**config.mk**
```make
export PLATFORM = sky130hd
export DESIGN_NAME = thumb_misc_group_decoder_core
export DESIGN_NICKNAME = d
export VERILOG_FILES = /design/src/design/tmg_pkg.sv /design/src/design/tmg_cfg_regs.sv /design/src/design/tmg_decode.sv /design/src/design/thumb_misc_group_decoder_core.sv
export SDC_FILE = /design/constraint.sdc
export NUM_CORES = 1
export LEC_CHECK = 0
export ABC_AREA = 1
export BUFFER_PORTS_ARGS = -buffer_cell sky130_fd_sc_hd__buf_2
export CAP_MARGIN = 10
export CORE_ASPECT_RATIO = 0.75
export CORE_MARGIN = 10
export CORE_UTILIZATION = 25
export DETAILED_ROUTE_END_ITERATION = 10
export HOLD_SLACK_MARGIN = 0.06
export SYNTH_ARGS = -nofsm -noshare
export SYNTH_HDL_FRONTEND = slang
export SYNTH_SLANG_ARGS = --single-unit
```
**constraint.sdc**
```tcl
create_clock -name clk -period 4.03 [get_ports clk]
set_clock_uncertainty 0.15 [all_clocks]
set_input_delay 0.6045 -clock clk [delete_from_list [all_inputs] [get_ports clk]]
set_output_delay 0.6045 -clock clk [all_outputs]
set_load 0.02 [all_outputs]
```
**src/design/tmg_pkg.sv**
```systemverilog
`timescale 1ns / 1ps
// ----------------------------------------------------------------------------
// tmg_pkg
// Shared types and codes for the Thumb miscellaneous-group decoder.
// ----------------------------------------------------------------------------
package tmg_pkg;

  localparam int CfgCount   = 5;
  localparam int CfgIdxW    = 3;

  localparam logic [CfgIdxW-1:0] CFG_EXTEND_ROTATE = 3'd0;
  localparam logic [CfgIdxW-1:0] CFG_CP15_V6       = 3'd1;
  localparam logic [CfgIdxW-1:0] CFG_THUMB2        = 3'd2;
  localparam logic [CfgIdxW-1:0] CFG_REV           = 3'd3;
  localparam logic [CfgIdxW-1:0] CFG_BLX_REG       = 3'd4;

  localparam logic [1:0] ST_UNDEF = 2'd0;
  localparam logic [1:0] ST_OK    = 2'd1;
  localparam logic [1:0] ST_UNIMP = 2'd2;

  localparam logic [2:0] K_NONE  = 3'd0;
  localparam logic [2:0] K_SPADJ = 3'd1;
  localparam logic [2:0] K_CB    = 3'd2;
  localparam logic [2:0] K_IT    = 3'd3;
  localparam logic [2:0] K_STACK = 3'd4;

  localparam logic [3:0] SP_NUM = 4'd13;

  // Form selectors in bits 11..8
  localparam logic [3:0] GRP_SP_ADJ  = 4'h0;
  localparam logic [3:0] GRP_CB_0    = 4'h1;
  localparam logic [3:0] GRP_EXTEND  = 4'h2;
  localparam logic [3:0] GRP_CB_1    = 4'h3;
  localparam logic [3:0] GRP_PUSH    = 4'h4;
  localparam logic [3:0] GRP_PUSH_LR = 4'h5;
  localparam logic [3:0] GRP_STATE   = 4'h6;
  localparam logic [3:0] GRP_CB_2    = 4'h9;
  localparam logic [3:0] GRP_REV     = 4'hA;
  localparam logic [3:0] GRP_CB_3    = 4'hB;
  localparam logic [3:0] GRP_POP     = 4'hC;
  localparam logic [3:0] GRP_POP_PC  = 4'hD;
  localparam logic [3:0] GRP_BKPT    = 4'hE;
  localparam logic [3:0] GRP_IT      = 4'hF;

  localparam logic [3:0] COND_AL = 4'hE;
  localparam logic [3:0] COND_NV = 4'hF;

  typedef struct packed {
    logic has_extend_rotate;
    logic has_cp15_v6;
    logic has_thumb2;
    logic has_rev;
    logic has_blx_reg;
  } cfg_t;

  typedef struct packed {
    logic [1:0]  status;
    logic [2:0]  kind;
    logic        variant;
    logic [3:0]  base_reg;
    logic [8:0]  value;
    logic [15:0] reg_bitmap;
    logic        pc_written;
    logic        undefined_in_it;
    logic        unconditional_in_it;
  } res_t;

endpackage

```
**src/design/tmg_cfg_regs.sv**
```systemverilog
`timescale 1ns / 1ps
// ----------------------------------------------------------------------------
// tmg_cfg_regs
// Feature enable registers, written by index, all set after reset.
// ----------------------------------------------------------------------------
module tmg_cfg_regs (
  input  logic                         clk,
  input  logic                         rst,
  input  logic                         wr_en,
  input  logic [tmg_pkg::CfgIdxW-1:0]  wr_index,
  input  logic                         wr_data,
  output tmg_pkg::cfg_t                cfg
);

  always_ff @(posedge clk) begin
    if (rst) begin
      cfg <= '1;
    end else if (wr_en) begin
      case (wr_index)
        tmg_pkg::CFG_EXTEND_ROTATE: cfg.has_extend_rotate <= wr_data;
        tmg_pkg::CFG_CP15_V6:       cfg.has_cp15_v6       <= wr_data;
        tmg_pkg::CFG_THUMB2:        cfg.has_thumb2        <= wr_data;
        tmg_pkg::CFG_REV:           cfg.has_rev           <= wr_data;
        tmg_pkg::CFG_BLX_REG:       cfg.has_blx_reg       <= wr_data;
        default: ;  // unused indexes are ignored
      endcase
    end
  end

endmodule

```
**src/design/tmg_decode.sv**
```systemverilog
`timescale 1ns / 1ps
// ----------------------------------------------------------------------------
// tmg_decode
// Combinational decode of one miscellaneous-group halfword (bits 11..0).
// ----------------------------------------------------------------------------
module tmg_decode (
  input  logic [15:0]    op,
  input  tmg_pkg::cfg_t  cfg,
  output tmg_pkg::res_t  res
);

  logic       pop;
  logic       rb;
  logic       setend;
  logic       cps;
  logic [3:0] fc;
  logic [3:0] mask;
  logic       mask_one_hot;

  assign pop          = op[11];
  assign rb           = op[8];
  assign setend       = (op[7:4] == 4'b0101);
  assign cps          = (op[7:5] == 3'b011) && !op[3];
  assign fc           = op[7:4];
  assign mask         = op[3:0];
  assign mask_one_hot = (mask != 4'd0) && ((mask & (mask - 4'd1)) == 4'd0);

  always_comb begin
    res = '0;
    case (op[11:8]) inside
      tmg_pkg::GRP_SP_ADJ: begin
        res.status   = tmg_pkg::ST_OK;
        res.kind     = tmg_pkg::K_SPADJ;
        res.variant  = op[7];
        res.base_reg = tmg_pkg::SP_NUM;
        res.value    = {op[6:0], 2'b00};
      end
      tmg_pkg::GRP_EXTEND: begin
        if (cfg.has_extend_rotate) res.status = tmg_pkg::ST_UNIMP;
      end
      tmg_pkg::GRP_PUSH, tmg_pkg::GRP_PUSH_LR, tmg_pkg::GRP_POP,
      tmg_pkg::GRP_POP_PC: begin
        // empty list is undefined
        if (op[8:0] != 9'd0) begin
          res.status     = tmg_pkg::ST_OK;
          res.kind       = tmg_pkg::K_STACK;
          res.variant    = pop;
          res.base_reg   = tmg_pkg::SP_NUM;
          res.reg_bitmap = {pop & rb, ~pop & rb, 6'd0, op[7:0]};
          res.pc_written = pop & rb;
        end
      end
      tmg_pkg::GRP_STATE: begin
        if ((setend || cps) && cfg.has_cp15_v6) res.status = tmg_pkg::ST_UNIMP;
      end
      tmg_pkg::GRP_CB_0, tmg_pkg::GRP_CB_1, tmg_pkg::GRP_CB_2,
      tmg_pkg::GRP_CB_3: begin
        if (cfg.has_thumb2) begin
          res.status          = tmg_pkg::ST_OK;
          res.kind            = tmg_pkg::K_CB;
          res.variant         = op[11];
          res.base_reg        = {1'b0, op[2:0]};
          res.value           = {2'b00, op[9], op[7:3], 1'b0};
          res.pc_written      = 1'b1;
          res.undefined_in_it = 1'b1;
        end
      end
      tmg_pkg::GRP_IT: begin
        if (cfg.has_thumb2) begin
          if (mask == 4'd0) begin
            res.status = tmg_pkg::ST_UNIMP;  // hint space
          end else if (!(fc == tmg_pkg::COND_NV ||
                         (fc == tmg_pkg::COND_AL && !mask_one_hot))) begin
            res.status = tmg_pkg::ST_OK;
            res.kind   = tmg_pkg::K_IT;
            res.value  = {1'b0, fc, mask};
          end
        end
      end
      tmg_pkg::GRP_REV: begin
        if (cfg.has_rev) res.status = tmg_pkg::ST_UNIMP;
      end
      tmg_pkg::GRP_BKPT: begin
        if (cfg.has_blx_reg) begin
          res.status              = tmg_pkg::ST_UNIMP;
          res.unconditional_in_it = 1'b1;
        end
      end
      default: ;
    endcase
  end

endmodule

```
**src/design/thumb_misc_group_decoder_core.sv**
```systemverilog
`timescale 1ns / 1ps
// ----------------------------------------------------------------------------
// thumb_misc_group_decoder_core
// Decoder for the 16-bit Thumb miscellaneous instruction group.
// ----------------------------------------------------------------------------
// One instruction is taken per clock while start is high; busy is always low.
// Each instruction gives exactly one result, with done high for one cycle
// after the instruction passes the input register and then the result
// register, in order; the receiver cannot stall and must take every result
// as it appears.
// Feature registers are written through wr_en/wr_index/wr_data and all read
// as enabled after reset; write them only while no instruction is in flight.
module thumb_misc_group_decoder_core (
  input  logic                         clk,
  input  logic                         rst,
  input  logic                         start,
  output logic                         busy,
  input  logic [15:0]                  instruction,
  input  logic                         wr_en,
  input  logic [tmg_pkg::CfgIdxW-1:0]  wr_index,
  input  logic                         wr_data,
  output logic                         done,
  output logic [1:0]                   status,
  output logic [2:0]                   kind,
  output logic                         variant,
  output logic [3:0]                   base_reg,
  output logic [8:0]                   value,
  output logic [15:0]                  reg_bitmap,
  output logic                         pc_written,
  output logic                         undefined_in_it,
  output logic                         unconditional_in_it
);

  tmg_pkg::cfg_t cfg;
  tmg_pkg::res_t res_next;
  tmg_pkg::res_t res;
  logic [15:0]   op;
  logic          op_valid;

  assign busy = 1'b0;

  tmg_cfg_regs u_cfg (
    .clk      (clk),
    .rst      (rst),
    .wr_en    (wr_en),
    .wr_index (wr_index),
    .wr_data  (wr_data),
    .cfg      (cfg)
  );

  always_ff @(posedge clk) begin
    if (rst) begin
      op_valid <= 1'b0;
    end else begin
      op_valid <= start;
    end
  end

  always_ff @(posedge clk) begin
    if (start) begin
      op <= instruction;
    end
  end

  tmg_decode u_decode (
    .op  (op),
    .cfg (cfg),
    .res (res_next)
  );

  always_ff @(posedge clk) begin
    if (rst) begin
      done <= 1'b0;
    end else begin
      done <= op_valid;
    end
  end

  always_ff @(posedge clk) begin
    if (op_valid) begin
      res <= res_next;
    end
  end

  assign status              = res.status;
  assign kind                = res.kind;
  assign variant             = res.variant;
  assign base_reg            = res.base_reg;
  assign value               = res.value;
  assign reg_bitmap          = res.reg_bitmap;
  assign pc_written          = res.pc_written;
  assign undefined_in_it     = res.undefined_in_it;
  assign unconditional_in_it = res.unconditional_in_it;

endmodule
```
======== After elaboration in Yosys (flattened, before gate mapping) ========
Index checks and enable logic that the tools add are counted.
storage, ports and cells
  memory bits (read-only) ................. 0
  register bits ........................... 57
  logic and storage cells ................. 120
  memories ................................ 0
  output and inout port bits .............. 40
  RAM bits ................................ 0
  latch bits .............................. 0
cells by class
  order comparisons ....................... 0
  reduce and logical (&&, ||, !) cells .... 27
  eq/ne operators ......................... 21
  add/sub/neg operators ................... 1
  shift-type cells ........................ 0
  multipliers ............................. 0
  mux-type cells .......................... 42
  bitwise gates (word level) .............. 8
  divide/modulo/power cells ............... 0
operators by type and width
  kind                                           number
  2-to-1 mux 9 bit                               9
  == test 4 bit, second input constant           9
  2-to-1 mux 5 bit                               6
  2-to-1 mux 2 bit                               13
  2-to-1 mux 18 bit                              1
  == test 4 x 3 -> 1 bit, second input constant  4
  2-to-1 mux 3 bit                               5
  OR reduction 14 bit                            1
  logical NOT 4 bit                              3
  OR reduction 4 bit                             3
  AND reduction 2 bit                            5
  == test 3 x 2 -> 1 bit, second input constant  3
  nonzero test 9 bit                             1
  == test 4 x 2 -> 1 bit, second input constant  2
  2-to-1 mux 8 bit                               1
  OR reduction 8 bit                             1
  OR reduction 7 bit                             1
  2-to-1 mux 1 bit                               6
  NOT 1 bit                                      5
  AND 4 bit                                      1
  == test 4 x 1 -> 1 bit, second input constant  1
  logical AND 1 bit                              4
  2-to-1 mux 4 bit                               1
  nonzero test 4 bit                             1
  other kinds (9)                                12

======== Longest topological paths before layout ========
Gate-level depths: netlist of the first run.
  depth after elaboration ................. 16
  depth in mapped cells ................... 9

======== By module ========
Synthesis of the first run repeated with hierarchy kept, for this count alone.
unflattened totals
  cells, all modules ...................... 228
  area total of the unflattened synthesis .. 2538.7 um2
by module, submodules not included
  module                         cells each  area each (um2)  times used
  thumb_misc_group_decoder_core  62          1687.9           1
  tmg_decode                     129         610.6            1
  tmg_cfg_regs                   37          240.2            1

======== Worst setup path after synthesis of the first run ========
Ideal clock, no wire load.
  kind .................................... register -> register
  start point ............................. reg op_valid
  end point ............................... reg res (netlist bit base_reg[0]) (enable)
  path buffers ............................ 0
  setup time .............................. 392 ps
  arrival ................................. 983 ps
  stages on the path, launching flop included .. 1
  path slack .............................. 2506 ps
  path through ............................ dfxtp_1
RTL lines
  element                 line                                 text
  from (decl)             thumb_misc_group_decoder_core.sv:38  logic op_valid;
  from (signal assigned)  thumb_misc_group_decoder_core.sv:55  op_valid <= start;
  to (signal assigned)    thumb_misc_group_decoder_core.sv:81  res <= res_next;
  to (decl)               thumb_misc_group_decoder_core.sv:36  tmg_pkg::res_t res;
No word-level cell between the ends.

==> results.cfg, run 1 <==
[drt]
drc = 0
wire_per_inst_um = 13.6
dr_total_vias = 1470
dr.pass1.iters = 4
ant_nets = 0
first_iter_violations = 115
viasPerCell = 4.14
drt_wl_total_um = 4850

[yosys]
synth_cells = 191
synth-seq-area-share = 0.674
netlist_area_mm2 = 0.00217
synth-edff-count = 44
synth_top_cells_by_area = edfxtp_1 61%, dfxtp_1 6.5%, nand2_1 4.7%, nor2_1 4.3%, inv_1 3.5%
yosys.area.top_type = edfxtp_1
synth.avg_cell_area_um2 = 11.3
synth_seq_cells = 51
synth_cell_type_count = 30
async_flop_share = 0
synth_commonest_cells = 44 x edfxtp_1, 27 x nand2_1, 25 x nor2_1, 20 x inv_1, 10 x nand3_1
synth_ff_type = edfxtp_1
yosys_warnings = 0
yosysMostFrequentCell = edfxtp_1
synth_top_area_share = 0.610

[clock_tree]
clkTransAtPathRegs_ns = 0.06
ctsHoldBuffers = 0
cts_buffers = 5
clkLatencyLatePin_ns = 0.29
cts_max_path_buffers = 2
htreeDepth = 2
cts_resized = 0
post-cts-setup-buffer-count = 0
cts.sinks = 51
cts_tree = built
ctsRootBufferMaster = clkbuf_16

[power_and_ir_drop]
switchingPower_mw = 0.289
ir_worst_vdd_mv = 0.162
power.density_mw_per_mm2 = 443
p_comb_frac = 0.113
pwr-share-seq = 0.543
p_int_mw = 0.884
p_clk_frac = 0.344
finalPower_mw = 1.17
switching_share = 0.246
p_leak_nw = 1.11

[sta]
fmax_mhz = 515
tightest_slew_ns = 1.11
setup-tns-final_ns = 0
slew_violations = 0
rsz0062_at_grt = false
slew_headroom = 0.260
setup_viol = 0
min_period_over_period = 0.482
hold_viol_final = 0
fin_crit_ns = 1.94

[status]
status = completed

[global_route]
globalRouteOverflowTotal = 0
grt_pass1_wl_um = 7850
grt_pass1_vias = 1550
antenna_found_initial = 0
grt_usage = 0.0771
grt_max_degree = 26

[critical_path]
r2r_setup_slack_ns = 2.09
crit_path_cell_trace = nor2_1 -> nand2_1 -> inv_1 -> nand3_1 -> nand2_1 -> inv_1 -> o21ai_1 -> o21ai_1
cp.arrival_ns = 1.82
crit_family = simple AND/OR/NAND/NOR gates
crit_path_max_incr_delay_ns = 0.46
worst_setup_path_end_kind = register
critical_path_buf_inv_count = 2
cpMaxStageDelayCell = edfxtp_1
cp-start-kind = register
crit_fanout = 11
worstSetupPathType = register to register
required_ns = 3.91

[floorplan]
core_area_mm2 = 0.00845
die_area_mm2 = 0.0128
die_w_um = 128
die_h_um = 101
rows = 29
num_io_pins = 64
start_util = 0.256

[place]
port_buffers = 52
placed_cells = 347
dpl_cell_area_mm2 = 0.00251
place_hpwl_um = 3830
gp_congestion = 0.784

[hold_path]
holdCritPathClass = register to register

[layout]
finalInstanceArea_mm2 = 0.00265
nNetsFinal = 270
largest_reg_flops = 12
layout-drive-gt1-share = 0.291
fin_cells = 355
largest-register = op
syn_to_final_growth_pct = 22.2
num_antenna_cells = 0

[run]
maxCapViolCount = 0
## path summary, 6_finish.rpt
check,startpoint,endpoint,cells after the start
worst max register to register,op[2],variant,8
worst min-delay path,u_cfg.cfg[1],u_cfg.cfg[1],2
worst min register to register,u_cfg.cfg[1],u_cfg.cfg[1],2
worst max-delay path,op[2],variant,8
## cell families (layout without fill, tap and decap cells)
logic type | Yosys count | in the layout | share of synthesized area
AND/OR/NAND/NOR | 78 | 78 | 0.168
flip-flops | 51 | 51 | 0.674
buffers and inverters | 34 | 84 | 0.0791
AO/OA/AOI/OAI | 27 | 27 | 0.0768
other | 1 | 7 | 0.00173
## through the flow
step	hold WS, ns	setup WS (ns)	utilization
after CTS	0.338	2.08	0.313
final	0.339	2.09	0.313
after global routing	0.336	1.80	0.313
after detailed placement	0.332	2.10	0.297
after floorplan	0.286	2.51	-
after global placement	0.321	2.14	0.297
## power by group through the flow
stage	clock, mW	combinational [mW]	sequential [mW]
floorplan	0	0.0693	0.667
global placement	0	0.132	0.649
detailed placement	0	0.134	0.649
CTS	0.413	0.135	0.637
global route	0.436	0.150	0.642
finish	0.404	0.133	0.637
## worst min-delay path: cells and delay by family, from the launching register on
family             cells  cell delay, ns
DFF                    1            0.33
AOI/OAI and AO/OA      2            0.12
## layout make-up
| cell class | count | area [µm²] |
|---|---|---|
| clock buffer | 6 | 129 |
| clock inverter | 2 | 12.5 |
| fill | 869 | 5810 |
| inverter | 23 | 86.3 |
| multi-input combinational | 112 | 557 |
| sequential | 51 | 1460 |
| tap | 108 | 135 |
| timing repair buffer | 53 | 268 |
## routing by layer
metal,share of wire,wire length [µm],vias up,global-route usage
met5,0,0,-,0
met4,0.0083,40,0,0.0210
met3,0.11,515,4,0.0347
met2,0.40,1940,56,0.107
met1,0.49,2350,660,0.105
li1,-,-,750,-
## layout by cell type, fill, tap and decap left out, types with 2 or more instances in the layout
cell	n
o21ai_1	4
nand2_1	27
o21bai_2	2
nor3_1	4
conb_1	7
a21oi_1	8
o21ai_0	6
nand3_2	2
nand3b_1	2
dfxtp_1	7
buf_2	52
nand4_1	3
nor2_1	25
inv_1	20
inv_2	3
nand3_1	10
clkbuf_16	5
edfxtp_1	44
o22ai_1	3
No activity file was read; power rests on OpenSTA's default activity.
==> run 2, diff against run 1 <==
==> constraint.sdc (replaced) <==
create_clock -name clk -period 1.9 [get_ports clk]
set_clock_uncertainty 0.15 [all_clocks]
set_input_delay 0.285 -clock clk [delete_from_list [all_inputs] [get_ports clk]]
set_output_delay 0.285 -clock clk [all_outputs]
set_load 0.02 [all_outputs]
==> run 2 against run 1 <==
Against the previous run:
- sequential share of layout area is 3.1 points lower
- hold slack worse by 0.24 ns
- worst setup slack worse by 1.9 ns
- largest power group unchanged
==> results.cfg, run 2 (synthesized netlist as in run 1, its figures left out) <==
[layout]
final_util = 0.332
largest-register = op
most-common-layout-cells = 52 x buf_2, 44 x edfxtp_1, 27 x nand2_1
regArea_mm2 = 0.00146
num_antenna_cells = 0
layout_commonest_cell = buf_2
finalInstanceArea_mm2 = 0.00281
largest_reg_flops = 12
nNetsFinal = 283
layout-drive-gt1-share = 0.288
multi_input_area_um2 = 557
syn_to_final_growth_pct = 29.6
fillCellCount = 863

[power_and_ir_drop]
ir_worst_vdd_mv = 0.401
power.density_mw_per_mm2 = 955
p_leak_nw = 1.18

[drt]
first_iter_violations = 129
dr.pass1.iters = 4
ant_nets = 0
viasPerCell = 4.16
dr_total_vias = 1531
wire_per_inst_um = 13.5
drt_wl_total_um = 4950
drc = 0

[global_route]
grt_pass1_wl_um = 8110
globalRouteOverflowTotal = 0
grt_usage = 0.0795
grt_pass1_vias = 1572
antenna_found_initial = 0
grt_max_degree = 34

[clock_tree]
cts_resized = 0
ctsHoldBuffers = 12
cts.sinks = 51
ctsRootBufferMaster = clkbuf_16
cts_max_path_buffers = 2
clkTransAtPathRegs_ns = 0.06
htreeDepth = 2
cts_tree = built
post-cts-setup-buffer-count = 0
cts_buffers = 5
clkLatencyLatePin_ns = 0.29

[critical_path]
worst_setup_path_end_kind = register
rr_worst_depth = 4
crit_fanout = 12
cp-start-kind = register
cp.arrival_ns = 1.71
required_ns = 1.89
rr_endpoint = value[6]
r2r_start = op[8]
worstSetupPathType = register to register
r2r_setup_slack_ns = 0.18

[status]
status = completed

[sta]
setup-tns-final_ns = 0
hold_viol_final = 0
setup_viol = 0
slew_violations = 0
finalWorstSetupSlack_ns = 0.176
rsz0062_at_grt = false
fin_crit_ns = 1.72
min_period_over_period = 0.908
fmax_mhz = 580

[floorplan]
num_io_pins = 64
rows = 29
die_area_mm2 = 0.0128
die_h_um = 101
core_area_mm2 = 0.00845
start_util = 0.256
die_w_um = 128

[hold_path]
min_to = op_valid
min_path_cells = 2
hp-start = rst
holdCritPathClass = input port to register

[place]
port_buffers = 52
dp_slack_ns = 0.185
place_hpwl_um = 3780
gp_congestion = 0.767
dpl_cell_area_mm2 = 0.00251

[run]
maxCapViolCount = 0
## run 2: changes by cell type in the layout (fill, tap and decap cells not counted), sizes merged
| cell | previous run | this run |
|---|---|---|
| clkbuf | 6 | 5 |
| buf | 53 | 54 |
| clkinv | 2 | 1 |
| dlygate4sd3 | 0 | 12 |
| inv | 23 | 24 |
| bufinv | 0 | 1 |
## run 2: cell type report
cell class	instances	area share
well taps	108	0.0481
flip-flops and latches	51	0.520
clock inverters	3	0.0169
clock buffers	5	0.0446
inverters	23	0.0307
multi-input cells	112	0.198
repair buffers	66	0.141
## run 2: how the worst max path moves through the flow
stage	start	end	slack (ns)	depth (start not counted)
2_1_floorplan	op_valid	base_reg[0]	0.38	0
3_3_place_gp	op[8]	value[6]	0.21	4
3_5_place_dp	op[8]	value[6]	0.18	4
4_1_cts	op[8]	value[6]	0.16	4
5_1_grt	op[8]	value[5]	0.02	4
6_report	op[8]	value[6]	0.18	4
## run 2: through the flow
step	instances	total power [mW]	hold WS, ns
detailed placement	348	1.66	0.313
global placement	348	1.66	0.314
global route	368	2.80	0.0967
floorplan	197	1.56	0.206
finish	368	2.68	0.101
CTS	368	2.71	0.0970
## run 2: metal layers
layer,up-vias,wire length (µm),GRT usage
met2,67,1960,0.109
met4,0,64,0.0288
met5,-,0,0
li1,772,-,-
met3,5,538,0.0352
met1,687,2390,0.107
## run 2: report_power, final
group	switching [mW]	leakage, nW	internal (mW)
clock	0.400	0.0844	0.628
combinational	0.206	0.629	0.108
sequential	0.0410	0.469	1.30
## run 2: worst max-delay path, cell delays in order (launching register included)
cell	delay [ns]
edfxtp_1	0.50
nor3_2	0.28
nand2_1	0.32
o22ai_1	0.19
o21bai_1	0.13
